File: config.mk
export PLATFORM = sky130hd
export DESIGN_NAME = serial_command_decoder_unit_flat
export DESIGN_NICKNAME = d
export VERILOG_FILES = /design/src/sv/scd_pkg.sv /design/src/sv/scd_cmd_if.sv /design/src/sv/scd_rsp_if.sv /design/src/sv/scd_ram.sv /design/src/sv/scd_front.sv /design/src/sv/scd_queue.sv /design/src/sv/scd_back.sv /design/src/sv/serial_command_decoder_unit.sv /design/src/flat_wrapper.sv
export SDC_FILE = /design/constraint.sdc
export NUM_CORES = 1
export LEC_CHECK = 0
export BUFFER_PORTS_ARGS = -buffer_cell sky130_fd_sc_hd__buf_2
export CORE_ASPECT_RATIO = 1.25
export CORE_MARGIN = 2
export CORE_UTILIZATION = 65
export CTS_CLUSTER_SIZE = 40
export DETAILED_ROUTE_END_ITERATION = 8
export GPL_TIMING_DRIVEN = 0
export PLACE_DENSITY = 0.85
export RECOVER_POWER = 100
export SLEW_MARGIN = 10
export SYNTH_ARGS = -nofsm -noshare
export SYNTH_HDL_FRONTEND = slang
export SYNTH_SLANG_ARGS = --single-unit
export TNS_END_PERCENT = 20
File: constraint.sdc
create_clock -name clk -period 6 [get_ports clk]
set_input_delay 0.9 -clock clk [delete_from_list [all_inputs] [get_ports clk]]
set_output_delay 0.9 -clock clk [all_outputs]
set_load 0.03 [all_outputs]
File: src/sv/scd_pkg.sv
// shared types and constants of the serial command decoder
package scd_pkg;

    // request codes carried in the action field
    localparam logic [2:0] OP_BYTE      = 3'd0;
    localparam logic [2:0] OP_RELEASE   = 3'd1;
    localparam logic [2:0] OP_SET_BREAK = 3'd2;
    localparam logic [2:0] OP_SET_INSTR = 3'd3;
    localparam logic [2:0] OP_SET_FRAME = 3'd4;
    localparam logic [2:0] OP_READ      = 3'd5;

    // pending motor action codes
    localparam logic [3:0] ACT_NONE     = 4'd0;
    localparam logic [3:0] ACT_TOP      = 4'd1;
    localparam logic [3:0] ACT_BOTTOM   = 4'd2;
    localparam logic [3:0] ACT_FRAME    = 4'd3;
    localparam logic [3:0] ACT_UP       = 4'd4;
    localparam logic [3:0] ACT_DOWN     = 4'd5;
    localparam logic [3:0] ACT_CAL      = 4'd6;
    localparam logic [3:0] ACT_SLOW     = 4'd7;
    localparam logic [3:0] ACT_RUN_UP   = 4'd8;
    localparam logic [3:0] ACT_RUN_DOWN = 4'd9;
    localparam logic [3:0] ACT_STEPPER  = 4'd10;

    // fixed command characters
    localparam logic [7:0] CHR_FULL_STOP = 8'h7a;  // 'z'
    localparam logic [7:0] CHR_STOP      = 8'h72;  // 'r'
    localparam logic [7:0] CHR_VENT_A    = 8'h65;  // 'e'
    localparam logic [7:0] CHR_VENT_B    = 8'h6a;  // 'j'
    localparam logic [7:0] CHR_NOP_K     = 8'h6b;  // 'k'
    localparam logic [7:0] CHR_UP        = 8'h66;  // 'f'
    localparam logic [7:0] CHR_DOWN      = 8'h67;  // 'g'
    localparam logic [7:0] CHR_CAL       = 8'h68;  // 'h'
    localparam logic [7:0] CHR_SLOW      = 8'h69;  // 'i'
    localparam logic [7:0] CHR_NOP_A     = 8'h41;  // 'A'

    // configuration register indexes
    localparam int unsigned CFG_IDX_W = 3;
    localparam logic [CFG_IDX_W-1:0] CFG_FRAME_MARKER = 3'd0;
    localparam logic [CFG_IDX_W-1:0] CFG_TOP_LIMIT    = 3'd1;
    localparam logic [CFG_IDX_W-1:0] CFG_BOTTOM_LIMIT = 3'd2;
    localparam logic [CFG_IDX_W-1:0] CFG_UNLOCK       = 3'd3;
    localparam logic [CFG_IDX_W-1:0] CFG_RUN_UP       = 3'd4;
    localparam logic [CFG_IDX_W-1:0] CFG_RUN_DOWN     = 3'd5;
    localparam logic [CFG_IDX_W-1:0] CFG_READY        = 3'd6;

    // command queue between front and back
    localparam int unsigned QUEUE_DEPTH = 2;
    localparam int unsigned QUEUE_PTR_W = 1;

    // byte class found by the front, in decode priority
    typedef enum logic [3:0] {
        CLS_FULL_STOP = 4'd0,
        CLS_STOP      = 4'd1,
        CLS_TOP       = 4'd2,
        CLS_BOTTOM    = 4'd3,
        CLS_MARKER    = 4'd4,
        CLS_IGNORE    = 4'd5,
        CLS_VENT      = 4'd6,
        CLS_UP        = 4'd7,
        CLS_DOWN      = 4'd8,
        CLS_CAL       = 4'd9,
        CLS_SLOW      = 4'd10,
        CLS_RUN_UP    = 4'd11,
        CLS_RUN_DOWN  = 4'd12,
        CLS_STEPPER   = 4'd13
    } byte_class_t;

    // configured codes
    typedef struct packed {
        logic [7:0] frame_marker_code;
        logic [7:0] top_limit_code;
        logic [7:0] bottom_limit_code;
        logic [7:0] unlock_code;
        logic [7:0] run_up_code;
        logic [7:0] run_down_code;
        logic [7:0] ready_code;
    } cfg_t;

    // command beat
    typedef struct packed {
        logic [2:0] action;
        logic [7:0] data_byte;
        logic [3:0] match_action;
        logic [2:0] entry_index;
    } cmd_item_t;

    // response beat
    typedef struct packed {
        logic [7:0] stepper_byte;
        logic       break_request;
        logic [3:0] pending_action;
        logic       in_frame;
        logic       moved_since_vent;
        logic       sleep_driver;
        logic       send_ready;
        logic       frame_overflow;
        logic [7:0] read_value;
    } rsp_item_t;

    // classified command held in the queue
    typedef struct packed {
        logic [2:0]  action;
        byte_class_t cls;
        logic [7:0]  data_byte;
        logic [3:0]  match_action;
        logic [2:0]  entry_index;
    } queue_entry_t;

endpackage

File: src/sv/scd_cmd_if.sv
// command channel: valid, ready and one command beat
interface scd_cmd_if;
    logic                 valid;
    logic                 ready;
    scd_pkg::cmd_item_t   data;

    modport source (output valid, output data, input ready);
    modport sink   (input valid, input data, output ready);
endinterface

File: src/sv/scd_rsp_if.sv
// response channel: valid, ready and one response beat
interface scd_rsp_if;
    logic                 valid;
    logic                 ready;
    scd_pkg::rsp_item_t   data;

    modport source (output valid, output data, input ready);
    modport sink   (input valid, input data, output ready);
endinterface

File: src/sv/scd_ram.sv
// generic single-write, single-read ram with registered read data
module scd_ram #(
    parameter int unsigned WIDTH = 8,
    parameter int unsigned DEPTH = 8
) (
    input  logic                                   clk,
    input  logic                                   we,
    input  logic [(DEPTH > 1 ? $clog2(DEPTH) : 1)-1:0] waddr,
    input  logic [WIDTH-1:0]                       wdata,
    input  logic                                   re,
    input  logic [(DEPTH > 1 ? $clog2(DEPTH) : 1)-1:0] raddr,
    output logic [WIDTH-1:0]                       rdata
);

    logic [WIDTH-1:0] mem [DEPTH];
    logic [WIDTH-1:0] rdata_reg;

    // write port and registered read port
    always_ff @(posedge clk)
    begin
        if (we)
        begin
            mem[waddr] <= wdata;
        end
        if (re)
        begin
            rdata_reg <= mem[raddr];
        end
    end

    assign rdata = rdata_reg;

endmodule

File: src/sv/scd_front.sv
// front end: accepts command beats and classifies the received byte
module scd_front (
    scd_cmd_if.sink                 cmd,
    input  scd_pkg::cfg_t           cfg,
    input  logic                    q_full,
    output logic                    q_push,
    output scd_pkg::queue_entry_t   q_entry
);

    logic [7:0]           b;
    scd_pkg::byte_class_t cls;

    assign b = cmd.data.data_byte;

    // priority compare of the byte against fixed and configured codes
    always_comb
    begin
        if (b == scd_pkg::CHR_FULL_STOP)
            cls = scd_pkg::CLS_FULL_STOP;
        else if (b == scd_pkg::CHR_STOP)
            cls = scd_pkg::CLS_STOP;
        else if (b == cfg.top_limit_code)
            cls = scd_pkg::CLS_TOP;
        else if (b == cfg.bottom_limit_code)
            cls = scd_pkg::CLS_BOTTOM;
        else if (b == cfg.frame_marker_code)
            cls = scd_pkg::CLS_MARKER;
        else if (b == scd_pkg::CHR_NOP_A || b == cfg.unlock_code || b == scd_pkg::CHR_NOP_K)
            cls = scd_pkg::CLS_IGNORE;
        else if (b == scd_pkg::CHR_VENT_A || b == scd_pkg::CHR_VENT_B)
            cls = scd_pkg::CLS_VENT;
        else if (b == scd_pkg::CHR_UP)
            cls = scd_pkg::CLS_UP;
        else if (b == scd_pkg::CHR_DOWN)
            cls = scd_pkg::CLS_DOWN;
        else if (b == scd_pkg::CHR_CAL)
            cls = scd_pkg::CLS_CAL;
        else if (b == scd_pkg::CHR_SLOW)
            cls = scd_pkg::CLS_SLOW;
        else if (b == cfg.run_up_code)
            cls = scd_pkg::CLS_RUN_UP;
        else if (b == cfg.run_down_code)
            cls = scd_pkg::CLS_RUN_DOWN;
        else
            cls = scd_pkg::CLS_STEPPER;
    end

    // beat handshake into the queue
    assign cmd.ready = !q_full;
    assign q_push    = cmd.valid && !q_full;

    always_comb
    begin
        q_entry.action       = cmd.data.action;
        q_entry.cls          = cls;
        q_entry.data_byte    = b;
        q_entry.match_action = cmd.data.match_action;
        q_entry.entry_index  = cmd.data.entry_index;
    end

endmodule

File: src/sv/scd_queue.sv
// short fifo of classified commands between front and back
module scd_queue (
    input  logic                    clk,
    input  logic                    rst_n,
    input  logic                    push,
    input  scd_pkg::queue_entry_t   push_entry,
    output logic                    full,
    input  logic                    pop,
    output logic                    head_valid,
    output scd_pkg::queue_entry_t   head_entry
);

    localparam int unsigned CNT_W = $clog2(scd_pkg::QUEUE_DEPTH + 1);

    scd_pkg::queue_entry_t              slot_reg [scd_pkg::QUEUE_DEPTH];
    logic [scd_pkg::QUEUE_PTR_W-1:0]    wr_ptr_reg, wr_ptr_next;
    logic [scd_pkg::QUEUE_PTR_W-1:0]    rd_ptr_reg, rd_ptr_next;
    logic [CNT_W-1:0]                   count_reg, count_next;

    assign full       = (count_reg == CNT_W'(scd_pkg::QUEUE_DEPTH));
    assign head_valid = (count_reg != '0);
    assign head_entry = slot_reg[rd_ptr_reg];

    // pointer and fill count update
    always_comb
    begin
        wr_ptr_next = push ? wr_ptr_reg + 1'b1 : wr_ptr_reg;
        rd_ptr_next = pop ? rd_ptr_reg + 1'b1 : rd_ptr_reg;
        count_next  = count_reg;
        if (push && !pop)
            count_next = count_reg + 1'b1;
        else if (pop && !push)
            count_next = count_reg - 1'b1;
    end

    always_ff @(posedge clk or negedge rst_n)
    begin
        if (!rst_n)
        begin
            wr_ptr_reg <= '0;
            rd_ptr_reg <= '0;
            count_reg  <= '0;
        end
        else
        begin
            wr_ptr_reg <= wr_ptr_next;
            rd_ptr_reg <= rd_ptr_next;
            count_reg  <= count_next;
        end
    end

    // slot storage
    always_ff @(posedge clk)
    begin
        if (push)
        begin
            slot_reg[wr_ptr_reg] <= push_entry;
        end
    end

endmodule

File: src/sv/scd_back.sv
// back end: executes commands, owns the decoder state, frame store and response register
module scd_back #(
    parameter int unsigned FRAME_DEPTH = 8
) (
    input  logic                    clk,
    input  logic                    rst_n,
    input  logic                    head_valid,
    input  scd_pkg::queue_entry_t   head_entry,
    output logic                    pop,
    scd_rsp_if.source               rsp
);

    localparam int unsigned AW  = (FRAME_DEPTH > 1) ? $clog2(FRAME_DEPTH) : 1;
    localparam int unsigned WPW = $clog2(FRAME_DEPTH + 1);
    localparam int unsigned EW  = (AW > 3) ? AW : 3;

    // decoder state
    logic [7:0]             instr_reg, instr_next;
    logic                   brk_reg, brk_next;
    logic [3:0]             act_reg, act_next;
    logic                   frm_reg, frm_next;
    logic                   vent_reg, vent_next;
    logic [WPW-1:0]         wp_reg, wp_next;
    logic [FRAME_DEPTH-1:0] vld_reg, vld_next;

    // response register
    logic                   out_valid_reg, out_valid_next;
    scd_pkg::rsp_item_t     out_reg, out_next;
    logic                   hit_reg, hit_next;

    // frame store ports
    logic                   st_we;
    logic [AW-1:0]          st_waddr;
    logic                   st_re;
    logic [AW-1:0]          st_raddr;
    logic [7:0]             st_rdata;

    logic [EW-1:0]          idx_ext;
    logic                   idx_in_range;
    logic                   store_byte;
    logic                   room;
    scd_pkg::byte_class_t   cls;

    assign cls          = head_entry.cls;
    assign idx_ext      = EW'(head_entry.entry_index);
    assign st_raddr     = idx_ext[AW-1:0];
    assign idx_in_range = (32'(head_entry.entry_index) < FRAME_DEPTH);
    assign st_waddr     = wp_reg[AW-1:0];
    assign room         = (wp_reg < WPW'(FRAME_DEPTH));

    // take the head when the response register is free or being drained
    assign pop = head_valid && (!out_valid_reg || rsp.ready);

    // a byte is stored while framing unless it is a stop, limit or marker code
    assign store_byte = frm_reg
                     && cls != scd_pkg::CLS_FULL_STOP && cls != scd_pkg::CLS_STOP
                     && cls != scd_pkg::CLS_TOP && cls != scd_pkg::CLS_BOTTOM
                     && cls != scd_pkg::CLS_MARKER;

    // command execution
    always_comb
    begin
        instr_next = instr_reg;
        brk_next   = brk_reg;
        act_next   = act_reg;
        frm_next   = frm_reg;
        vent_next  = vent_reg;
        wp_next    = wp_reg;
        vld_next   = vld_reg;
        st_we      = 1'b0;
        st_re      = 1'b0;
        hit_next   = hit_reg;
        out_next   = out_reg;

        if (pop)
        begin
            out_next.sleep_driver   = 1'b0;
            out_next.send_ready     = 1'b0;
            out_next.frame_overflow = 1'b0;
            out_next.read_value     = 8'd0;
            hit_next                = 1'b0;

            case (head_entry.action)
                scd_pkg::OP_BYTE:
                begin
                    if (store_byte)
                    begin
                        if (room)
                        begin
                            st_we              = 1'b1;
                            vld_next[st_waddr] = 1'b1;
                            wp_next            = wp_reg + 1'b1;
                        end
                        else
                        begin
                            out_next.frame_overflow = 1'b1;
                        end
                    end
                    else
                    begin
                        case (cls)
                            scd_pkg::CLS_FULL_STOP:
                            begin
                                instr_next            = 8'd0;
                                brk_next              = 1'b1;
                                act_next              = scd_pkg::ACT_NONE;
                                frm_next              = 1'b0;
                                out_next.sleep_driver = 1'b1;
                                out_next.send_ready   = 1'b1;
                            end
                            scd_pkg::CLS_STOP:
                            begin
                                instr_next            = 8'd0;
                                brk_next              = 1'b1;
                                act_next              = scd_pkg::ACT_NONE;
                                out_next.sleep_driver = 1'b1;
                            end
                            scd_pkg::CLS_TOP:
                            begin
                                act_next   = scd_pkg::ACT_TOP;
                                brk_next   = 1'b1;
                                instr_next = 8'd0;
                            end
                            scd_pkg::CLS_BOTTOM:
                            begin
                                act_next   = scd_pkg::ACT_BOTTOM;
                                brk_next   = 1'b1;
                                instr_next = 8'd0;
                            end
                            scd_pkg::CLS_MARKER:
                            begin
                                if (!frm_reg)
                                begin
                                    frm_next = 1'b1;
                                    wp_next  = '0;
                                end
                                else
                                begin
                                    frm_next = 1'b0;
                                    act_next = scd_pkg::ACT_FRAME;
                                end
                            end
                            scd_pkg::CLS_IGNORE:
                            begin
                                instr_next = instr_reg;
                            end
                            scd_pkg::CLS_VENT:
                            begin
                                vent_next = 1'b0;
                            end
                            scd_pkg::CLS_UP:
                            begin
                                brk_next  = 1'b1;
                                act_next  = scd_pkg::ACT_UP;
                                vent_next = 1'b1;
                            end
                            scd_pkg::CLS_DOWN:
                            begin
                                brk_next  = 1'b1;
                                act_next  = scd_pkg::ACT_DOWN;
                                vent_next = 1'b1;
                            end
                            scd_pkg::CLS_CAL:
                            begin
                                act_next   = scd_pkg::ACT_CAL;
                                brk_next   = 1'b1;
                                instr_next = 8'd0;
                            end
                            scd_pkg::CLS_SLOW:
                            begin
                                brk_next = 1'b1;
                                act_next = scd_pkg::ACT_SLOW;
                            end
                            scd_pkg::CLS_RUN_UP:
                            begin
                                brk_next = 1'b1;
                                act_next = scd_pkg::ACT_RUN_UP;
                            end
                            scd_pkg::CLS_RUN_DOWN:
                            begin
                                brk_next = 1'b1;
                                act_next = scd_pkg::ACT_RUN_DOWN;
                            end
                            default:
                            begin
                                instr_next = head_entry.data_byte;
                                act_next   = scd_pkg::ACT_STEPPER;
                                brk_next   = 1'b1;
                            end
                        endcase
                    end
                end
                scd_pkg::OP_RELEASE:
                begin
                    if (head_entry.match_action == act_reg)
                        act_next = scd_pkg::ACT_NONE;
                end
                scd_pkg::OP_SET_BREAK:
                begin
                    brk_next = head_entry.data_byte[0];
                end
                scd_pkg::OP_SET_INSTR:
                begin
                    instr_next = head_entry.data_byte;
                end
                scd_pkg::OP_SET_FRAME:
                begin
                    frm_next = head_entry.data_byte[0];
                end
                scd_pkg::OP_READ:
                begin
                    // never-written entries read as zero
                    st_re    = idx_in_range;
                    hit_next = idx_in_range && vld_reg[st_raddr];
                end
                default:
                begin
                    hit_next = 1'b0;
                end
            endcase

            out_next.stepper_byte     = instr_next;
            out_next.break_request    = brk_next;
            out_next.pending_action   = act_next;
            out_next.in_frame         = frm_next;
            out_next.moved_since_vent = vent_next;
        end
    end

    // response valid
    always_comb
    begin
        if (pop)
            out_valid_next = 1'b1;
        else if (rsp.ready)
            out_valid_next = 1'b0;
        else
            out_valid_next = out_valid_reg;
    end

    always_ff @(posedge clk or negedge rst_n)
    begin
        if (!rst_n)
        begin
            instr_reg     <= 8'd0;
            brk_reg       <= 1'b0;
            act_reg       <= scd_pkg::ACT_NONE;
            frm_reg       <= 1'b0;
            vent_reg      <= 1'b1;
            wp_reg        <= '0;
            vld_reg       <= '0;
            out_valid_reg <= 1'b0;
        end
        else
        begin
            instr_reg     <= instr_next;
            brk_reg       <= brk_next;
            act_reg       <= act_next;
            frm_reg       <= frm_next;
            vent_reg      <= vent_next;
            wp_reg        <= wp_next;
            vld_reg       <= vld_next;
            out_valid_reg <= out_valid_next;
        end
    end

    // response payload
    always_ff @(posedge clk)
    begin
        out_reg <= out_next;
        hit_reg <= hit_next;
    end

    // frame store
    scd_ram #(
        .WIDTH (8),
        .DEPTH (FRAME_DEPTH)
    ) u_store (
        .clk   (clk),
        .we    (st_we),
        .waddr (st_waddr),
        .wdata (head_entry.data_byte),
        .re    (st_re),
        .raddr (st_raddr),
        .rdata (st_rdata)
    );

    // read data joins the response when its entry was hit
    always_comb
    begin
        rsp.data            = out_reg;
        rsp.data.read_value = hit_reg ? st_rdata : 8'd0;
    end

    assign rsp.valid = out_valid_reg;

endmodule

File: src/sv/serial_command_decoder_unit.sv
// top level of the serial command decoder: config registers, front, queue and back
//
//  channel  dir  beat        handshake
//  cmd      in   cmd_item_t  valid/ready
//  rsp      out  rsp_item_t  valid/ready
//  cfg      in   8-bit data  cfg_we, cfg_index, no wait
//
//  one command per cycle sustained while rsp is ready; a response follows its command
//  beat through the queue register and then the response register
//  a two-entry queue lets the front keep taking beats while a response is stalled
//  after reset the block is ready at once; the frame store reads zero via per-entry valid bits
//  the store is one ram, written by frame bytes and read by the read request
module serial_command_decoder_unit #(
    parameter int unsigned FRAME_DEPTH = 8
) (
    input  logic                              clk,
    input  logic                              rst_n,
    scd_cmd_if.sink                           cmd,
    scd_rsp_if.source                         rsp,
    input  logic                              cfg_we,
    input  logic [scd_pkg::CFG_IDX_W-1:0]     cfg_index,
    input  logic [7:0]                        cfg_data
);

    scd_pkg::cfg_t          cfg_reg, cfg_next;
    logic                   q_push;
    logic                   q_full;
    logic                   q_pop;
    logic                   q_head_valid;
    scd_pkg::queue_entry_t  q_push_entry;
    scd_pkg::queue_entry_t  q_head_entry;

    // config register write decode
    always_comb
    begin
        cfg_next = cfg_reg;
        if (cfg_we)
        begin
            case (cfg_index)
                scd_pkg::CFG_FRAME_MARKER: cfg_next.frame_marker_code = cfg_data;
                scd_pkg::CFG_TOP_LIMIT:    cfg_next.top_limit_code    = cfg_data;
                scd_pkg::CFG_BOTTOM_LIMIT: cfg_next.bottom_limit_code = cfg_data;
                scd_pkg::CFG_UNLOCK:       cfg_next.unlock_code       = cfg_data;
                scd_pkg::CFG_RUN_UP:       cfg_next.run_up_code       = cfg_data;
                scd_pkg::CFG_RUN_DOWN:     cfg_next.run_down_code     = cfg_data;
                scd_pkg::CFG_READY:        cfg_next.ready_code        = cfg_data;
                default:                   cfg_next = cfg_reg;
            endcase
        end
    end

    always_ff @(posedge clk or negedge rst_n)
    begin
        if (!rst_n)
        begin
            cfg_reg.frame_marker_code <= 8'd169;
            cfg_reg.top_limit_code    <= 8'd240;
            cfg_reg.bottom_limit_code <= 8'd241;
            cfg_reg.unlock_code       <= 8'd242;
            cfg_reg.run_up_code       <= 8'd243;
            cfg_reg.run_down_code     <= 8'd244;
            cfg_reg.ready_code        <= 8'd82;
        end
        else
        begin
            cfg_reg <= cfg_next;
        end
    end

    // accept and classify
    scd_front u_front (
        .cmd     (cmd),
        .cfg     (cfg_reg),
        .q_full  (q_full),
        .q_push  (q_push),
        .q_entry (q_push_entry)
    );

    // decoupling queue
    scd_queue u_queue (
        .clk        (clk),
        .rst_n      (rst_n),
        .push       (q_push),
        .push_entry (q_push_entry),
        .full       (q_full),
        .pop        (q_pop),
        .head_valid (q_head_valid),
        .head_entry (q_head_entry)
    );

    // execute and respond
    scd_back #(
        .FRAME_DEPTH (FRAME_DEPTH)
    ) u_back (
        .clk        (clk),
        .rst_n      (rst_n),
        .head_valid (q_head_valid),
        .head_entry (q_head_entry),
        .pop        (q_pop),
        .rsp        (rsp)
    );

endmodule
File: src/flat_wrapper.sv
// flat-port wrapper written by rule: the top's interface ports become plain ports
module serial_command_decoder_unit_flat 
#(
    parameter int unsigned FRAME_DEPTH = 8
)
  (clk, rst_n, cfg_we, cfg_index, cfg_data, cmd_valid, cmd_data, cmd_ready, rsp_valid, rsp_data, rsp_ready);
  scd_cmd_if cmd_i ();
  scd_rsp_if rsp_i ();
  input  logic clk;
  input  logic rst_n;
  input  logic cfg_we;
  input  logic [scd_pkg::CFG_IDX_W-1:0] cfg_index;
  input  logic [7:0] cfg_data;
  input wire logic [$bits(cmd_i.valid)-1:0] cmd_valid;
  input wire logic [$bits(cmd_i.data)-1:0] cmd_data;
  output wire logic [$bits(cmd_i.ready)-1:0] cmd_ready;
  output wire logic [$bits(rsp_i.valid)-1:0] rsp_valid;
  output wire logic [$bits(rsp_i.data)-1:0] rsp_data;
  input wire logic [$bits(rsp_i.ready)-1:0] rsp_ready;
  assign cmd_i.valid = cmd_valid;
  assign cmd_i.data = cmd_data;
  assign cmd_ready = cmd_i.ready;
  assign rsp_valid = rsp_i.valid;
  assign rsp_data = rsp_i.data;
  assign rsp_i.ready = rsp_ready;
  serial_command_decoder_unit #(.FRAME_DEPTH(FRAME_DEPTH)) u_core (.clk(clk), .rst_n(rst_n), .cmd(cmd_i), .rsp(rsp_i), .cfg_we(cfg_we), .cfg_index(cfg_index), .cfg_data(cfg_data));
endmodule
Yosys cells after proc, flatten, opt, wreduce, memory -nomap -nowiden:

Memories as Yosys holds them, arrays and structs flattened. A register that Yosys moved wholly into a read port is not among the register bits.
Index checks and enable logic that the tools add are counted.

* add/sub/neg operators: 5
* multiply operators: 0
* divide/modulo/power cells: 0
* $lt $le $gt $ge: 4
* eq/ne operators: 46
* shifts and indexed selects: 0
* mux-type cells: 57
* bitwise gates (word level): 2
* reduce and logical (&&, ||, !) cells: 42

Operators with widths (count)
* equality test 8 x 7 -> 1 bit, second input constant: 10
* 2-to-1 mux 4 bit: 15
* equality test 8 bit: 6
* case mux 4 bit (11 select lines): 1
* case mux 8 bit (2 select lines): 2
* 2-to-1 mux 1 bit: 24
* equality test 4 bit, second input constant: 5
* equality test 4 x 3 -> 1 bit, second input constant: 4
* 2-to-1 mux 8 bit: 2
* AND reduction 2 bit: 7
* equality test 3 x 2 -> 1 bit, second input constant: 4
* equality test 3 bit, second input constant: 4
* 2-to-1 mux 3 bit: 4
* logical AND 1 bit: 10
* equality test 4 x 2 -> 1 bit, second input constant: 2
* less-than comparator 3 x 4 -> 1 bit, second input constant: 2
* != test 4 x 2 -> 1 bit, second input constant: 2
* bitwise OR 8 bit: 1
* case mux 1 bit (2 select lines): 4
* case mux 4 bit (2 select lines): 1
* nonzero test 2 bit: 4
* OR reduction 2 bit: 4
* OR reduction 8 bit: 1
* equality test 3 x 1 -> 1 bit, second input constant: 2
* other kinds (25): 35

* register bits after elaboration: 99
* latch bits: 0
* bits in writable memories: 108
* ROM bits: 0
* input port bits: 34
* logic and storage cells: 184
* memories kept: 2

Memory list
* u_core.u_back.u_store.mem: words 8, width 8, read ports 1, clocked after memory_dff 1, write ports 1, RTL line scd_ram.sv:15 `logic [WIDTH-1:0] mem [DEPTH];`
* u_core.u_queue.slot_reg: words 2, width 22, read ports 1, clocked after memory_dff 0, write ports 1, RTL line scd_queue.sv:15 `scd_pkg::queue_entry_t slot_reg [scd_pkg::QUEUE_DEPTH];`

Depth between registers and ports, before layout:

* word-level depth: 14
* depth in mapped cells: 9

Cells and area by module:

A second synthesis with hierarchy kept.

* cells, all modules: 704
* area total of the unflattened synthesis: 10296.1 sq um

Modules (own cells, without submodules)
* scd_ram: times used 1, cells each 114, area an instance 2771.4 sq um
* scd_back: times used 1, cells each 246, area an instance 2567.5 sq um
* serial_command_decoder_unit: times used 1, cells each 126, area an instance 2187.1 sq um
* scd_queue: times used 1, cells each 84, area an instance 1780.5 sq um
* scd_front: times used 1, cells each 134, area an instance 989.7 sq um

Worst setup path before layout:

No wires, ideal clock.

* path type: input to register
* from: input rsp_ready
* to: memory u_core.u_back.u_store.mem[1][0], enable pin
* setup time: 0.373 ns
* arrival time: 2.765 ns
* required time: 5.627 ns
* slack: 2.862 ns
* stages: 6
* path buffers: 0
* cells stage by stage: nand2b_1 o21ai_0 inv_1 nand2b_1 or4_4 nor2_1

* word-level cells in the longest chain between the ends: 5

RTL lines
* from (decl): RTL line flat_wrapper.sv:19 `input wire logic [$bits(rsp_i.ready)-1:0] rsp_ready;`
* logical OR 1 bit: RTL line scd_back.sv:52 `assign pop = head_valid && (!out_valid_reg || rsp.ready);`
* logical AND 1 bit: RTL line scd_back.sv:52
* via u_core.q_pop: RTL line serial_command_decoder_unit.sv:28 `logic q_pop;`
* 2-to-1 mux 1 bit: RTL line scd_back.sv:75 `if (pop)`
* 2-to-1 mux 1 bit: RTL line scd_ram.sv:21 `if (we)`
* 2-to-1 mux 1 bit (not written as such): RTL line scd_ram.sv:23 `mem[waddr] <= wdata;`
* to (decl): RTL line scd_ram.sv:15

The timed path passes the listed nets, and every way through them passes these cells.

Worst setup path after layout:

* from: register u_core.u_queue.rd_ptr_reg
* to: register u_core.u_back.u_store.rdata_reg[6], in the netlist u_core.u_back.u_store.rdata[6], read port of u_core.u_back.u_store.mem (data pin)

* word-level cells in the longest chain between the ends: 4

RTL lines
* from (decl): RTL line scd_queue.sv:17 `logic [scd_pkg::QUEUE_PTR_W-1:0] rd_ptr_reg, rd_ptr_next;`
* from (signal assigned): RTL line scd_queue.sv:47 `rd_ptr_reg <= rd_ptr_next;`
* memory read (2 x 22 bit) *
* equality test 3 bit: RTL line scd_back.sv:83 `case (head_entry.action)`
* 2-to-1 mux 1 bit: RTL line scd_back.sv:83
* 2-to-1 mux 1 bit: RTL line scd_back.sv:75
* to (decl): RTL line scd_ram.sv:16 `logic [WIDTH-1:0] rdata_reg;`

Mark *: on every way between the ends. The rest lies on a longest branch, timed or not.
A chain may end at the register's enable or synchronous reset.

==> results_dict.tcl <==
set metrics [dict create \
    status "finished, violations left" \
    violations "max-capacitance violations, max-slew violations" \
    clkTransAtPathRegs_ns 0.06 \
    n_fill_cell 889 \
    wl_um 19700 \
    fp.dieH_um 140 \
    synth_xor_area_share_pct 5.29 \
    setup_viol_count_final 0 \
    cts.htree.levels 1 \
    avgSynthCellArea_um2 14.7 \
    place_hpwl_um 13700 \
    worst-r2r-cell-count 6 \
    worst_slew_pin_slew_ns 1.60 \
    synthArstFlopShare_pct 37.2 \
    post_cts_buffers 0 \
    port_buffers 59 \
    slew_headroom_pct -7.28 \
    synth.top_cell.area_share_pct 42.2 \
    worstSetupEndpoint "u_core.u_back.u_store.rdata[6]" \
    synth_simple_gate_area_share_pct 8.94 \
    rrSetupSlack_ns 1.93 \
    dieArea_mm2 0.0158 \
    drive_above_1_share_pct 22.4 \
    drtIter0Drc 398 \
    ios 62 \
    gr-total-overflow 0 \
    synthAdderAreaFrac_pct 0.261 \
    maxSlewViolCount 20 \
    gp_congestion 0.903 \
    core_mm2 0.0144 \
    dr.pass1.iters 5 \
    vias 5809 \
    synth_cell_types 62 \
    synth_compound_area_share_pct 6.18 \
    syn_to_final_growth_pct 11.0 \
    synth_top_family_by_area "multiplexers" \
    grt_pass1_wl_um 31300 \
    ctsResizeCount 0 \
    syn_area_mm2 0.00960 \
    hold_path.class "flop to flop" \
    drtAntennaViolNets 0 \
    rsz0062_at_grt "false" \
    startpoint "u_core.u_queue.rd_ptr_reg" \
    synth_area_leader_cell "edfxtp_1" \
    first_global_vias 6104 \
    synth.area.top_cells "edfxtp_1 42%, dfrtp_1 13%, dfstp_2 8.2%" \
    drc 0 \
    leakage_nw 3.92 \
    cts_root_buffer "clkbuf_16" \
    rows 49 \
    rr_startpoint "u_core.u_queue.rd_ptr_reg" \
    crit_path_end_kind "flop" \
    min_period_over_period_pct 67.8 \
    cap_violations 2 \
    routedWlPerCell_um 21.1 \
    grt_max_degree 62 \
    r2r-end "u_core.u_back.u_store.rdata[6]" \
    synth_warnings 0 \
    synth_nets 691 \
    cts_tree "yes" \
    clock.fmax_ghz 0.246 \
    powerDensity_mw_per_mm2 441 \
    largest_reg_flops 64 \
    fin_tns_setup_ns 0 \
    worstSetupPathType "flop to flop" \
    crit_arrival_ns 4.32 \
    max-clock-path-buffers 3 \
    yosysSeqAreaShare_pct 63.5 \
    worstSetupStartpointType "flop" \
    hold_violations 0 \
    track_usage_pct 25.4 \
    numCtsBuffers 21 \
    ys.flop_type "edfxtp_1" \
    clkLatencyLatePin_ns 0.50 \
    multiInputGateArea_mm2 0.00325 \
    fin_crit_ns 4.07 \
    clock-skew-final_ns 0.0107 \
    crit_fanout 10 \
    via_per_inst 6.23 \
    cts_hold_buf 0 \
    vdd_drop_max_uv 398 \
    clock_sinks 215 \
    die-width_um 113 \
    final-seq-area_mm2 0.00609 \
    postSynthRegisterBits 215 \
    synthMuxAreaShare_pct 13.9 \
    hp-start "u_core.u_back.vld_reg[4]" \
    postSynthCellCount 655 \
    required_ns 6.25 \
    antenna_found_initial 1 \
    synth_edf_count 135 \
    num_antenna_cells 0 \
    final_nets 775 \
    start_util_pct 66.6 \
    power_w 0.00470 \
]
## how the worst min path moves through the flow
stage                                to  slack [ns]  depth (start not counted)
5_1_grt        u_core.u_back.vld_reg[5]        0.49                          1
3_5_place_dp   u_core.u_back.vld_reg[2]        0.45                          1
6_report       u_core.u_back.vld_reg[4]        0.48                          1
4_1_cts        u_core.u_back.act_reg[1]        0.29                          1
2_1_floorplan  u_core.u_back.vld_reg[1]        0.43                          1
3_3_place_gp   u_core.u_back.vld_reg[5]        0.44                          1
## synth_stat cells (all sizes together) (11+ instances only)
library cell,n
nor3,15
mux4,18
nand2,34
a21oi,16
nor2,28
dfrtp,50
inv,18
o21ai,22
buf,13
xor2,44
dfstp,30
xnor2,14
edfxtp,135
clkbuf,12
nor4,11
mux2i,21
mux2,61
## stage by stage
stage	hold WS (ns)	instances	utilization (%)	setup slack (ns)	instance area (µm²)
final	0.481	932	73.9	1.93	10600
after global routing	0.489	932	73.9	1.66	10600
after CTS	0.295	932	75.0	2.50	10800
after detailed placement	0.453	894	70.5	1.98	10200
after global placement	0.442	892	70.2	2.13	10100
after floorplan	0.428	655	-	2.86	9600
## area by class of cell
type,count,area share (%)
flip-flops and latches,215,57.2
multi-input cells,397,30.5
clock buffers,28,5.48
clock inverters,10,0.540
repair buffers,61,2.61
well taps,178,2.09
plain buffers,25,0.952
inverters,18,0.634
## where the power goes
group          switching [W]  leakage, nW  internal [W]
clock               0.000533        0.307      0.000687
combinational       0.000815         1.46      0.000498
sequential          0.000164         2.15       0.00200
## metal layers
metal  GRT usage (%)  routed length [µm]  up-vias
met5               0                  13        -
met4            11.0                 704        2
li1                -                   -     2623
met1            30.9                7380     2890
met2            45.1               10500      234
met3            3.88                1090       60
## worst max-delay path, stage by stage, from the launching register on
cell      delay [ns]
dfrtp_1         0.46
clkbuf_1        0.54
clkbuf_1        0.49
mux2i_1         0.97
clkbuf_1        0.64
mux4_2          0.42
mux2_2          0.28
## cell families after synthesis
logic type / after synthesis
flops: 215
simple gates: 153
mux: 100
compound gates: 84
xor+xnor: 58
buf+inv: 43
fa+ha+maj: 2
## layout by cell type, fill, tap and decap left out, types with 5 or more instances in the layout
cell type / instances
clkbuf_16: 22
nor2_1: 28
nor3_1: 15
mux2i_1: 18
o22ai_1: 5
xor2_1: 44
o2bb2ai_1: 10
a21oi_1: 15
nor3b_1: 8
or2_1: 9
mux2_2: 59
nor4_1: 11
nand2_1: 33
clkbuf_1: 63
and2_1: 6
nor2b_1: 7
nand2b_1: 10
dfrtp_1: 50
o21ai_0: 22
edfxtp_1: 135
inv_1: 18
xnor2_1: 14
dfstp_2: 30
mux4_2: 18
buf_2: 23
Power figures use the tool's default switching activity.
